$ cat src/rtl/swlm_ram.sv
// swlm_ram: generic single write, single read RAM with registered read data
// no dependencies
module swlm_ram #(
    parameter int WIDTH = 32,
    parameter int DEPTH = 64
) (
    input  logic                                    clk,
    input  logic                                    we,
    input  logic [((DEPTH > 1) ? $clog2(DEPTH) : 1)-1:0] waddr,
    input  logic [WIDTH-1:0]                        wdata,
    input  logic [((DEPTH > 1) ? $clog2(DEPTH) : 1)-1:0] raddr,
    output logic [WIDTH-1:0]                        rdata
);

    logic [WIDTH-1:0] mem [DEPTH];

    always_ff @(posedge clk)
    begin
        if (we)
        begin
            mem[waddr] <= wdata;
        end
        rdata <= mem[raddr];
    end

endmodule

$ cat config.mk
export PLATFORM = sky130hd
export DESIGN_NAME = swlm_ram
export DESIGN_NICKNAME = d
export VERILOG_FILES = /design/src/rtl/swlm_ram.sv
export SDC_FILE = /design/constraint.sdc
export NUM_CORES = 2
export LEC_CHECK = 0
export ABC_AREA = 0
export ABC_CLOCK_PERIOD_IN_PS = 4100
export BUFFER_PORTS_ARGS = -buffer_cell sky130_fd_sc_hd__buf_2
export CAP_MARGIN = 20
export CORE_ASPECT_RATIO = 0.9
export CORE_UTILIZATION = 37
export DETAILED_ROUTE_END_ITERATION = 10
export PLACE_DENSITY = 0.54
export SLEW_MARGIN = 20
export SYNTH_ARGS = -nofsm -noshare
export SYNTH_HDL_FRONTEND = slang
export SYNTH_SLANG_ARGS = --single-unit
$ cat constraint.sdc
create_clock -name clk -period 4.1 [get_ports clk]
set_clock_uncertainty 0.1 [all_clocks]
set_input_delay 0.82 -clock clk [delete_from_list [all_inputs] [get_ports clk]]
set_output_delay 0.82 -clock clk [all_outputs]
set_load 0.02 [all_outputs]
== Yosys cells after proc, flatten, opt, wreduce, memory -nomap -nowiden ==
Memory sizes are Yosys's and may differ from the RTL's. A register that Yosys moved wholly into a read port is not among the register bits.
Index checks and enable logic that the tools add are counted.

* Register bits after elaboration: 0
* Bits in writable memories: 2048
* Bits of input ports: 46
* Word-level logic and storage cells: 3
* Memories kept: 1

{| class="wikitable"
|+ Memory list
! memory !! depth !! width !! rd ports !! clocked after memory_dff !! write ports !! RTL line !! RTL
|-
| mem || 64 || 32 || 1 || 1 || 1 || 15 || <nowiki>logic [WIDTH-1:0] mem [DEPTH];</nowiki>
|}

* Mux-type cells: 2

{| class="wikitable"
|+ Operators with widths
! cell !! number
|-
| $mux W1 || 2
|}

== Depth between registers and ports, before layout ==
* Depth in word-level cells: 2
* Gate-level depth with buffers: 10

== Worst setup path before layout ==
Ideal clock, no wire load.

* Path kind: input-to-reg
* Start point: in waddr[3] (netlist name)
* End point: mem mem[48][0] (enable)
* Setup time: 0.461 ns
* Data arrival time: 3.519 ns
* Slack: 0.020 ns
* Stages: 4
* Path through: clkbuf_1 > nor2b_1 > nand4b_1 > nor3_1

{| class="wikitable"
|+ RTL lines
! element !! RTL line !! RTL
|-
| start: declaration || 9 || <nowiki>input logic [((DEPTH > 1) ? $clog2(DEPTH) : 1)-1:0] waddr,</nowiki>
|-
| end: declaration || 15 ||
|}

Straight into the memory's write port.

==> metrics.md <==
| Metric | Value |
|---|---|
| Top fanout value on the critical path | 34 |
| Clock Sinks | 2080 |
| Synthesized Nets | 3370 |
| Crit path kind | input pin to register |
| Cell count after synthesis | 3324 |
| Highest Clock Rate | 0.3166 GHz |
| Via count | 37050 |
| Least-Margin Pin Slew | 1.086 ns |
| Hold worst-path end | mem[24][9]$_DFFE_PP_ |
| Final RePlAce weighted congestion | 0.7605 |
| Max stage delay on crit path | 0.86 ns |
| First-pass GRT wire length | 294.1 mm |
| Non-filler instance count after layout | 6638 |
| Reg2reg setup slack | 1.71 ns |
| Family with the most delay on the worst path | compound AO/OA/AOI/OAI gates |
| Req. time, crit path | 4.63 ns |
| Root Driver | clkbuf_16 |
| Max Root-Sink Buffers | 3 |
| Leading cell type in the layout, fill and taps excluded | edfxtp_1 |
| Post-CTS sizing | 0 |
| Vias in the first global route | 36820 |
| DIE AREA | 214100 um^2 |
| Post-CTS Setup Bufs | 0 |
| Clock transition at path regs | 0.06 ns |
| WP buf/inv | 2 |
| Share of layout cells above drive strength 1 | 0.3143 |
| Layout Nets | 3686 |
| Leading cell types in the layout, fill and taps excluded | edfxtp_1, mux4_2, clkbuf_16 |
| CP cell instances | buf_8 > buf_12 > nor2b_1 > a22oi_1 > and3_1 > o32ai_1 > nor3_1 |
| Hold Fails Final Rpt | 0 |
| Cell area after layout | 90970 um^2 |
| DRT iter0 DRCs | 4112 |
| Mapped Avg Cell Area | 23.62 um^2 |
| PD cells | 482.8 nW/um^2 |
| Cell variety after synth | 34 |
| Worst r2r src | mem[39][4]$_DFFE_PP_ |
| Fin crit period | 3.159 ns |
| Slew HR | 0.2759 |
| FP Rows | 160 |
| I/O pin cnt | 78 |
| Max-cap violation count | 0 |
| Grt ovf | 0 |
| Post-DR vias/cell | 5.582 |
| Hold Path Class | input pin to register |
| Die Ht | 439.0 um |
| CP endpoint kind | register |
| Initial core utilization | 0.3721 |
| Hold path start | wdata[9] |
| H-tree depth | 4 |
| Worst hold path cell count | 1 |
| Placed insts | 6272 |
| RSZ-0062 raised after global routing | no |
| Sequential element share of the synthesized area | 0.7914 |
| Gr usage total | 0.1970 |
| Critical Path Source Type | input pin |
| Wire per inst | 31.75 um |
| Worst Path Arrival | 3.69 ns |
| CP max-delay cell | o32ai_1 |
| Wirelength, routed | 210.8 mm |
| Routed Antenna Nets | 0 |
| DRC | 0 |
| Static Leak | 0.02816 uW |
| Syn Std Cell Area | 78520 um^2 |
| Setup TNS | 0 ns |
| # setup viols final | 0 |
| Core area | 211000 um^2 |
| Capturing point of the worst reg2reg path | rdata[4]$_DFF_P_ |
| Max VDD drop | 320.0 uV |
| DPL Wire Length | 118.9 mm |
| Synth-to-Final Area Change | 15.86% |
| Num CTS Buffers | 200 |
| Status | complete, no violations |
| CTS tree | yes |
| Cts hold-fix bufs | 0 |
| Pin count of the biggest net entering global routing | 65 |
| #FFs+latches synth | 2080 |
| Chip Width | 487.6 um |
| FF-to-FF path depth | 5 |
| Placed cell area | 84560 um^2 |
| Max-slew violations | 0 |
| Initial antenna violation count | 17 |
| Ys Warns | 0 |
| First-pass DRT Iterations | 7 |
| Worst-skew pair later-pin latency | 0.82 ns |
| Fin crit share | 0.7705 |
| Buffers added on ports | 77 |
registers in the layout, summed over array words and instances, names as in the netlist:
register and count:
rdata 32, mem 2048
routing by layer:
metal / part of all wire / vias up / routed length (um) / global-route usage
met5: 0.00039 / - / 83 / 0
met3: 0.071 / 241 / 14930 / 0.03371
met2: 0.47 / 1345 / 98680 / 0.3044
met4: 0.018 / 12 / 3775 / 0.04081
met1: 0.44 / 20520 / 93300 / 0.2933
li1: - / 14930 / - / -
metrics by stage:
stage / total power (uW) / utilization / hold WS [ns] / setup slack (ns)
finish: 43920 / 0.4311 / 0.3743 / 0.9411
global route: 45190 / 0.4311 / 0.3202 / 1.042
CTS: 44330 / 0.4308 / 0.3815 / 1.033
detailed placement: 26400 / 0.4007 / 0.6937 / 0.1677
global placement: 26380 / 0.4005 / 0.6646 / 0.1891
floorplan: 25230 / - / 0.5632 / 0.02024
power by group:
part / internal, uW / leakage (uW) / switching, uW
logic: 863 / 0.00634 / 1370
clock network: 10300 / 0.00312 / 7730
registers: 23500 / 0.0187 / 123
logic make-up after synthesis:
group,count (synthesis),synth area share
buffers and inverters,182,0.01128
multiplexers,637,0.1679
AO/OA/AOI/OAI,202,0.01673
AND/OR/NAND/NOR,223,0.01265
flip-flops,2080,0.7914
cell type report:
type | instances | area, um^2
fillers | 18010 | 120000
multi-input cells | 1062 | 15970
repair buffers | 296 | 2969
clock buffers | 280 | 5608
flip-flops and latches | 2080 | 62140
well taps | 2835 | 3547
diodes | 4 | 10.01
clock inverters | 81 | 725.7
how the worst max path moves through the flow:
stage | slack (ns) | to | startpoint | cells after the start
2_1_floorplan | 0.02 | mem[48][0]$_DFFE_PP_ | waddr[3] | 4
3_3_place_gp | 0.19 | rdata[4]$_DFF_P_ | raddr[1] | 7
3_5_place_dp | 0.17 | rdata[4]$_DFF_P_ | raddr[1] | 7
4_1_cts | 1.03 | rdata[4]$_DFF_P_ | raddr[1] | 7
5_1_grt | 1.04 | rdata[4]$_DFF_P_ | raddr[1] | 7
6_report | 0.94 | rdata[4]$_DFF_P_ | raddr[1] | 7
cell usage after synthesis:
cell / n / area [um^2]
or3b_2: 3 / 26.28
or2_1: 1 / 6.260
a41o_1: 4 / 40.04
nor2b_1: 15 / 93.84
edfxtp_1: 2048 / 61500
nand2b_1: 8 / 50.05
or3_1: 3 / 18.77
dfxtp_1: 32 / 640.6
or2_0: 1 / 6.260
buf_4: 25 / 187.7
a31oi_1: 1 / 6.260
nand4b_1: 1 / 8.760
o221ai_1: 27 / 236.5
nor2_1: 137 / 514.2
o22ai_1: 84 / 525.5
nand3_1: 5 / 25.02
mux4_2: 544 / 12250
a22oi_1: 12 / 90.09
buf_1: 21 / 78.83
or2_2: 1 / 6.260
a21oi_1: 62 / 310.3
and3_1: 4 / 25.02
o32ai_1: 4 / 35.03
a311oi_1: 8 / 70.07
nand4_1: 2 / 12.51
buf_6: 5 / 56.30
and2_1: 2 / 12.51
buf_2: 57 / 285.3
mux2i_1: 93 / 930.9
nand3b_1: 5 / 37.54
clkbuf_1: 74 / 277.8
nand2_1: 26 / 97.59
nor3_1: 7 / 35.03
or3b_1: 2 / 17.52
Power figures use the tool's default switching activity.
