File: config.mk
export PLATFORM = sky130hd
export DESIGN_NAME = swlm_cell
export DESIGN_NICKNAME = d
export VERILOG_FILES = /design/src/rtl/swlm_pkg.sv /design/src/rtl/swlm_cell.sv
export SDC_FILE = /design/constraint.sdc
export NUM_CORES = 1
export LEC_CHECK = 0
export BUFFER_PORTS_ARGS = -buffer_cell sky130_fd_sc_hd__buf_2
export CORE_ASPECT_RATIO = 1.1
export CORE_MARGIN = 5
export CORE_UTILIZATION = 42
export CTS_BUF_LIST = sky130_fd_sc_hd__clkbuf_4 sky130_fd_sc_hd__clkbuf_8 sky130_fd_sc_hd__clkbuf_16
export CTS_CLUSTER_DIAMETER = 120
export DETAILED_ROUTE_END_ITERATION = 12
export GPL_TIMING_DRIVEN = 0
export PLACE_DENSITY_LB_ADDON = 0.3
export RECOVER_POWER = 25
export SLEW_MARGIN = 20
export SYNTH_ARGS = -nofsm -noshare
export SYNTH_HDL_FRONTEND = slang
export SYNTH_SLANG_ARGS = --single-unit
File: constraint.sdc
create_clock -name clk -period 2.98 [get_ports clk]
set_clock_uncertainty 0.05 [all_clocks]
set_input_delay 0.596 -clock clk [delete_from_list [all_inputs] [get_ports clk]]
set_output_delay 0.596 -clock clk [all_outputs]
set_load 0.02 [all_outputs]
File: src/rtl/swlm_pkg.sv
// swlm_pkg: shared types and constants of the sliding window lower median filter
// no dependencies; imported by swlm_cell and the top level
package swlm_pkg;

    // width of the window length register as seen on the config port
    localparam int CFG_BITS = 7;
    // window length after reset
    localparam int LEN_RESET = 3;
    // number of cells folded into one first-level median select group
    localparam int GROUP_SIZE = 8;

    // controls broadcast from the top level to every cell
    typedef struct packed {
        logic en;          // a sample is accepted this cycle
        logic start;       // the sample opens a new series, old contents ignored
        logic rem;         // window is full, the oldest sample leaves
        logic rem_le_key;  // leaving sample sorts at or below the new sample
        logic flush;       // window length written, empty the window
    } cell_ctl_t;

    // compare results one cell shows its neighbors
    typedef struct packed {
        logic valid;  // cell holds a sample of the current series
        logic le;     // cell value is at or below the new sample
        logic atd;    // leaving sample sits at or below this position
    } cell_flags_t;

endpackage

File: src/rtl/swlm_cell.sv
// swlm_cell: one position of the sorted window chain
// depends on swlm_pkg for the control and neighbor flag structs
module swlm_cell #(
    parameter int W = 32
) (
    input  logic                   clk,
    input  logic                   rst_n,
    input  swlm_pkg::cell_ctl_t    ctl,
    input  logic [W-1:0]           key,
    input  logic [W-1:0]           rm_val,
    input  logic [W-1:0]           left_val,
    input  swlm_pkg::cell_flags_t  left_flags,
    input  logic [W-1:0]           right_val,
    input  swlm_pkg::cell_flags_t  right_flags,
    output logic [W-1:0]           val,
    output swlm_pkg::cell_flags_t  flags,
    output logic                   live
);

    import swlm_pkg::*;

    logic [W-1:0] val_reg;
    logic [W-1:0] val_next;
    logic         valid_reg;
    logic         valid_next;
    logic         v;

    always_comb
    begin
        v = valid_reg && !ctl.start;
        flags.valid = v;
        flags.le = v && ($signed(val_reg) <= $signed(key));
        flags.atd = ctl.rem && (!v || ($signed(val_reg) >= $signed(rm_val)));
    end

    always_comb
    begin
        val_next = val_reg;
        if (ctl.rem_le_key)
        begin
            // leaving sample is below: close the gap upward, new sample at the top
            if (flags.le && flags.atd)
            begin
                val_next = right_flags.le ? right_val : key;
            end
        end
        else
        begin
            // new sample goes in first, larger values move up to the gap
            if (!flags.le)
            begin
                if (left_flags.le)
                begin
                    val_next = key;
                end
                else if (!left_flags.atd)
                begin
                    val_next = left_val;
                end
            end
        end
        valid_next = ctl.rem ? v : (v || left_flags.valid);
    end

    always_ff @(posedge clk or negedge rst_n)
    begin
        if (!rst_n)
        begin
            valid_reg <= 1'b0;
        end
        else if (ctl.flush)
        begin
            valid_reg <= 1'b0;
        end
        else if (ctl.en)
        begin
            valid_reg <= valid_next;
        end
    end

    always_ff @(posedge clk)
    begin
        if (ctl.en)
        begin
            val_reg <= val_next;
        end
    end

    assign val  = val_reg;
    assign live = valid_reg;

endmodule

## Word level (Yosys, flattened, before mapping)

Index checks and enable logic that the tools add are counted.

- Logic and storage cells: 26
- Output and inout port bits: 36
- Bits in registers: 33

- Magnitude comparators: 2
- Equal/unequal tests: 3
- Reduce and logical (&&, ||, !) cells: 10
- Muxes and demuxes: 9

Operator list:

| cell | count |
|---|---|
| $mux 32 | 6 |
| $ge 32x32->1 | 1 |
| $le 32x32->1 | 1 |
| $logic_and 1x1->1 | 4 |
| $reduce_and 4->1 | 1 |
| $mux 1 | 3 |
| $ne 3x2->1 const B | 1 |
| $logic_not 1->1 | 2 |
| $logic_or 1x1->1 | 2 |
| $ne 2x1->1 const B | 1 |
| $ne 2x2->1 const B | 1 |
| $reduce_bool 2->1 | 1 |

## Logic depth before layout (Yosys ltp)

Gate-level depths: netlist (run 1).

- Word-level depth: 8
- Depth in mapped cells: 9

## Worst setup path before layout (run 1)

OpenSTA, ideal clock, no wires.

- Path type: input -> register
- From: in key[15]
- To: reg val_reg[0] (netlist: val[0]), enable pin
- Setup slack: -0.504 ns
- Required time: 2.539 ns
- Setup time: 0.391 ns
- Arrival: 3.043 ns
- Buffers on the path: 0
- Stages on the path: 9
- Cells stage by stage: inv_1 ha_1 nand4_2 nor4_2 a21boi_2 a2111oi_1 or4b_4 a21oi_1 a31o_1

- Word-level cells in the longest chain between the ends: 5
- Elaborated cells on any way between the ends: 6
- Classes of those cells: order compare (1); eq/ne (2); reduce/logical (3)

Ends and longest elaborated chain:

| item | RTL line | RTL |
|---|---|---|
| start: declaration | swlm_cell.sv:9 | `input logic [W-1:0] key,` |
| $le 32x32->1 * | swlm_cell.sv:32 | `flags.le = v && ($signed(val_reg) <= $signed(key));` |
| $logic_and 1x1->1 * | swlm_cell.sv:32 |  |
| $logic_and 1x1->1 | swlm_cell.sv:42 | `if (flags.le && flags.atd)` |
| $ne 2x1->1 (no line) | - |  |
| $reduce_and 4->1 (no line) * | - |  |
| end signal: assignment | swlm_cell.sv:85 | `val_reg <= val_next;` |
| end: declaration | swlm_cell.sv:22 | `logic [W-1:0] val_reg;` |

Mark *: on every way between the ends. The rest lies on a longest branch, timed or not.
A chain may end at the register's enable or synchronous reset.

==> run metrics, run 1 <==
family with the most delay on the worst path simple AND/OR/NAND/NOR gates; Worst Tran Pin Value just under 0.7 ns; # nets final roughly 770; CP cell instances buf_2, inv_1, ha_1, nand4_1, nor4_4, and2b_1, or4b_4, and2_4, buf_6; most frequent cells in the layout 158 x buf_2, 67 x inv_1, 54 x ha_1; Leak 2.371 nW; wire per inst 16.38 um; Avg Inst Size Synth approximately 9.1 sq um; Mapped Area 3343 sq um; Worst Path Arrival approximately 2.7 ns; Post-Place Worst Slack -0.5697 ns; DRT Wirelength 10980 um; Peak supply drop around 160 uV; # fillers approximately 750; Max Cap Viol 0; total power roughly 1.5 mW; Layout Utilization between 60% and 70%; DR vias roughly 3500; final setup vio count 34; Post-Route Setup TNS -8.751 ns; Yosys warning total 0; number of global-route vias before repair around 3700; max reg flops 32; failing checks negative setup slack; ys async rst share 3.030%; design area ~4800 sq um; Final min period 3.317 ns; Initial Util 42.71%; H-tree Lvls 2; Die Y ~100 um; Num CTS Buffers 5; IO buf count approximately 170; Top FF cell, synth edfxtp_1; Worst Path Required about 2.3 ns; CTS tree yes; Mapped Cells 367; DR pass1 iterations 4; sequential area share after synthesis between 20% and 30%; layout cells sized above 1 a little under two fifths; Setup CP Type primary input to output pin; total track usage between 20% and 30%; Setup crit start kind primary input; Core ar. between 7000 and 8000 sq um; Post-route DRC 0; Area growth syn-to-layout 42.51%; fmax around 0.3 GHz; dpl cell area approximately 4400 sq um; Ports ~180; worst path bufs/invs 3; Seq cells post-synth 33; RSZ-0062 raised after global routing yes; HP Class primary input to async pin; global-route wire length before repair 16900 um; Final Hold Violating Endpoints 0; CP peak stage delay between 0.5 and 0.6 ns; Die ar. approximately 9800 sq um; n_diodes 0; Slew HR between 50 and 60%; Crit. End Element output pin; CTS root buf clkbuf_8; slowest cell on the critical path or4b_4; synth unique cells between 40 and 50; most common cell after layout, fill and taps aside buf_2; Clock Path Buffers 2; EDFF count, synth 32; status complete, but fails checks; CP Max Fanout 3; antenna violations before repair 0; vias per cell around 5.3; DP HPWL between 8000 and 9000 um; Die X roughly 95 um; clk slew on worst S/H paths roughly 0.070 ns; initial drt markers between 80 and 90; clk_lat worst skew ~0.29 ns; Slew Limit Fails 0; Syn Nets between 500 and 600; clk sinks 33; PD cells about 310 nW/um^2; final worst path period share 111.3%; ANT nets after route 0; row cnt 34; gr ovfl total 0; GPL Wtd Cong roughly 0.85; setup ws final -0.3373 ns; largest net degree at the start of global routing 33
## kinds of logic after synthesis
| group | after synthesis | share of synthesized area (%) |
|---|---|---|
| buffers and inverters | 82 | 9.319 |
| AO/OA/AOI/OAI | 90 | 19.80 |
| multiplexers | 6 | 1.796 |
| adder cells (fa/ha/maj) | 64 | 23.95 |
| flip-flops | 33 | 29.49 |
| AND/OR/NAND/NOR | 92 | 15.64 |
## cells in the mapped netlist, drive strengths merged (2+ instances only)
cell	number	area [sq um]
a2111oi	3	27.53
a211oi	7	52.55
a21o	3	22.52
a21oi	30	150.1
a221o	27	270.3
a31oi	2	12.51
and2	2	15.02
clkbuf	14	52.55
edfxtp	32	960.9
ha	64	800.8
inv	67	251.5
mux2i	6	60.06
nand2	15	56.30
nand2b	2	12.51
nand3	4	20.02
nand4	14	115.1
nor2	9	33.78
nor2b	7	43.79
nor3	30	150.1
nor4	3	25.02
o211ai	3	22.52
o21ai	8	40.03
## power by group
group	switching (mW)	total, mW	internal [mW]
clock	0.178	0.385	0.207
sequential	0.0198	0.563	0.543
combinational	0.272	0.516	0.244
total	0.470	1.46	0.994
## through the flow
| step | hold slack, ns | cells |
|---|---|---|
| after detailed placement | 0.3221 | 648 |
| after global placement | 0.3218 | 648 |
| after CTS | 0.005255 | 662 |
| final | 0.01273 | 670 |
| after global routing | 0.002371 | 670 |
| after floorplan | 0.2504 | 367 |
## area by class of cell
class                   instances  area [sq um]  share of cell area [%]
repair buffers                187         970.9                   20.38
plain buffers                  15         60.06                   1.261
well taps                     108         135.1                   2.836
inverters                      67         251.5                   5.278
multi-input cells             252          2263                   47.51
flip-flops and latches         33         985.9                   20.69
clock buffers                   8         97.59                   2.048
## layer usage
metal | track usage, % | share of wire, %
met2 | 40.27 | 52
met1 | 24.03 | 39
met3 | 4.206 | 7.1
met4 | 4.845 | 1.2
met5 | 0 | 0
## path summary, 6_finish.rpt
kind | slack (ns) | cells past startpoint | startpoint | to
worst min register to register | 0.54 | 2 | live | live
max in group asynchronous | 2.79 | 1 | rst_n | live
worst max register to register | -0.26 | 9 | val[11] | val[24]
worst max-delay path | -0.34 | 9 | key[27] | flags[1]
worst min-delay path | 0.01 | 1 | rst_n | live
min in group clk | 0.40 | 2 | ctl[0] | live
## worst register-to-register path: stages (launching register included)
cell and delay [ns]:
edfxtp_1 0.46, ha_4 0.32, nand4_4 0.12, nor4_4 0.33
a21boi_4 0.27, a2111oi_4 0.06, or4b_4 0.53, buf_4 0.15
a21oi_2 0.13, a31o_4 0.45
## repair_timing
item,CTS,global route
resized for setup,18,12
pin swaps,8,5
buffers inserted,6,8
hold buffers,0,0
endpoints found under the hold margin,0,0
endpoints found under the setup margin,34,34
No activity file was read; power rests on OpenSTA's default activity.
==> run 2, diff against run 1 <==
--- a/config.mk
+++ b/config.mk
@@ -6,9 +6,11 @@
 export NUM_CORES = 1
 export LEC_CHECK = 0
 export BUFFER_PORTS_ARGS = -buffer_cell sky130_fd_sc_hd__buf_2
+export CELL_PAD_IN_SITES_DETAIL_PLACEMENT = 1
+export CELL_PAD_IN_SITES_GLOBAL_PLACEMENT = 1
 export CORE_ASPECT_RATIO = 1.1
 export CORE_MARGIN = 5
-export CORE_UTILIZATION = 42
+export CORE_UTILIZATION = 30
 export CTS_BUF_LIST = sky130_fd_sc_hd__clkbuf_4 sky130_fd_sc_hd__clkbuf_8 sky130_fd_sc_hd__clkbuf_16
 export CTS_CLUSTER_DIAMETER = 120
 export DETAILED_ROUTE_END_ITERATION = 12
==> run metrics, run 2 (synthesized netlist as in run 1, its figures left out) <==
status complete, but fails checks; failing checks negative setup slack; final worst path period share 110.2%; total power 1.685 mW; IO buf count around 170; Setup crit start kind flop; Worst setup startpoint val[25]; Post-Route Setup TNS -7.234 ns; Clock Path Buffers 2; Switching Fraction a little under a third; initial drt markers 154; Worst R2R Path Depth 10; fmax between 0.3 and 0.4 GHz; DR pass1 iterations 4; Ports about 180; PD cells about 330 nW/um^2; CP cell instances ha_4, nand4_1, nor4_4, and2b_1, or4b_4, and2_4, buf_6; Core ar. 10910 sq um; most common cell after layout, fill and taps aside buf_2; family with the most delay on the worst path simple AND/OR/NAND/NOR gates; H-tree Lvls 2; switching power 0.5232 mW; worst reg2reg endpoint val[27]; Worst Tran Pin Value 0.8047 ns; Area growth syn-to-layout 51.24%; Leak about 2.5 nW; GPL Wtd Cong 0.7887; Worst Path Required around 2.3 ns; global-route wire length before repair around 20000 um; wire per inst around 18 um; clk_lat worst skew approximately 0.27 ns; clk slew on worst S/H paths around 0.060 ns; crit path capture flags[1]; slowest cell on the critical path or4b_4; Die ar. between 10000 and 15000 sq um; combinational power share between 30% and 40%; CP Max Fanout 3; Post-Place Worst Slack -0.6597 ns; Hold Slack roughly 0.036 ns; Final min period approximately 3.3 ns; DP HPWL between 10000 and 15000 um; antenna violations before repair 0; Post-route DRC 0; largest net degree at the start of global routing 17; Worst Path Arrival 2.64 ns; final setup vio count 34; Layout Utilization a little under half; Max Cap Viol 0; Final Hold Violating Endpoints 0; CP peak stage delay ~0.54 ns; Reg2Reg Launch Point val[25]; HP Class primary input to async pin; Die X approximately 110 um; Slew HR about 46%; number of global-route vias before repair between 4000 and 5000; Die Y ~120 um; worst path bufs/invs 1; layout cells sized above 1 between 30% and 40%; max reg flops 32; row cnt 40; Slew Limit Fails 0; Hold Buf Count CTS 0; register share of total power approximately a third; Initial Util between 30% and 40%; clock group share of total power 32.9%; vias per cell between 5 and 6; gr ovfl total 0; setup ws final -0.3035 ns; Pint about 1.2 mW; clk sinks 33; Stages on worst setup path 7; Setup CP Type flop to output pin; RSZ-0062 raised after global routing yes; most frequent cells in the layout 156 x buf_2, 66 x inv_1, 53 x ha_1; n_diodes 0; Peak supply drop ~210 uV; # nets final just under 800; CTS tree yes; DR vias roughly 3600; R2R setup slack -0.22 ns; ANT nets after route 0; CTS root buf clkbuf_16; total track usage a little under a fifth; Num CTS Buffers 5; Crit. End Element output pin; DRT Wirelength between 10000 and 15000 um
[run 2: worst min-delay path by stage]
| stage | from | endpoint |
|---|---|---|
| floorplan | rst_n | live |
| global placement | rst_n | live |
| detailed placement | rst_n | live |
| CTS | rst_n | live |
| global route | rst_n | live |
| finish | rst_n | live |
[run 2: layer usage]
| layer | up-vias | wire length (um) | track usage [%] |
|---|---|---|---|
| li1 | 1797 | - | - |
| met1 | 1685 | 5219 | 21.13 |
| met2 | 127 | 6851 | 35.47 |
| met3 | 14 | 858 | 5.405 |
| met4 | 0 | 210 | 4.773 |
| met5 | - | 0 | 0 |
[run 2: repair_timing]
item / CTS / global route
cloned: 1 / 2
buffers inserted: 18 / 6
setup endpoints to repair: 34 / 34
resized for setup: 25 / 13
pin swaps: 15 / 8
[run 2: worst reg2reg max path: stages, from the launching register on]
cell and delay [ns]:
edfxtp_1 0.45, ha_4 0.31, nand4_1 0.22, nor4_4 0.35, and2b_1 0.22, or4b_4 0.54, buf_4 0.15, buf_6 0.11
a21oi_4 0.17, buf_4 0.14, a31o_4 0.19
[run 2: power by group through the flow]
stage / combinational [mW] / clock (mW) / sequential (mW)
detailed placement: 0.481 / 0 / 0.573
CTS: 0.543 / 0.573 / 0.563
finish: 0.567 / 0.555 / 0.564
global route: 0.633 / 0.582 / 0.567
floorplan: 0.253 / 0 / 0.594
global placement: 0.462 / 0 / 0.571
[run 2: through the flow]
step | std cells | cell area, sq um
3_3_place_gp | 687 | 4405
5_1_grt | 721 | 5056
4_1_cts | 714 | 4916
2_1_floorplan | 367 | 3356
3_5_place_dp | 687 | 4405
6_report | 721 | 5056
[run 2: area by class of cell]
| class | instances | area, sq um |
|---|---|---|
| clock buffer | 8 | 153.9 |
| inverter | 67 | 251.5 |
| buffer | 15 | 60.06 |
| fill | 1358 | 5854 |
| timing repair buffer | 197 | 1079 |
| sequential | 33 | 985.9 |
| tap | 147 | 183.9 |
| multi-input combinational | 254 | 2342 |
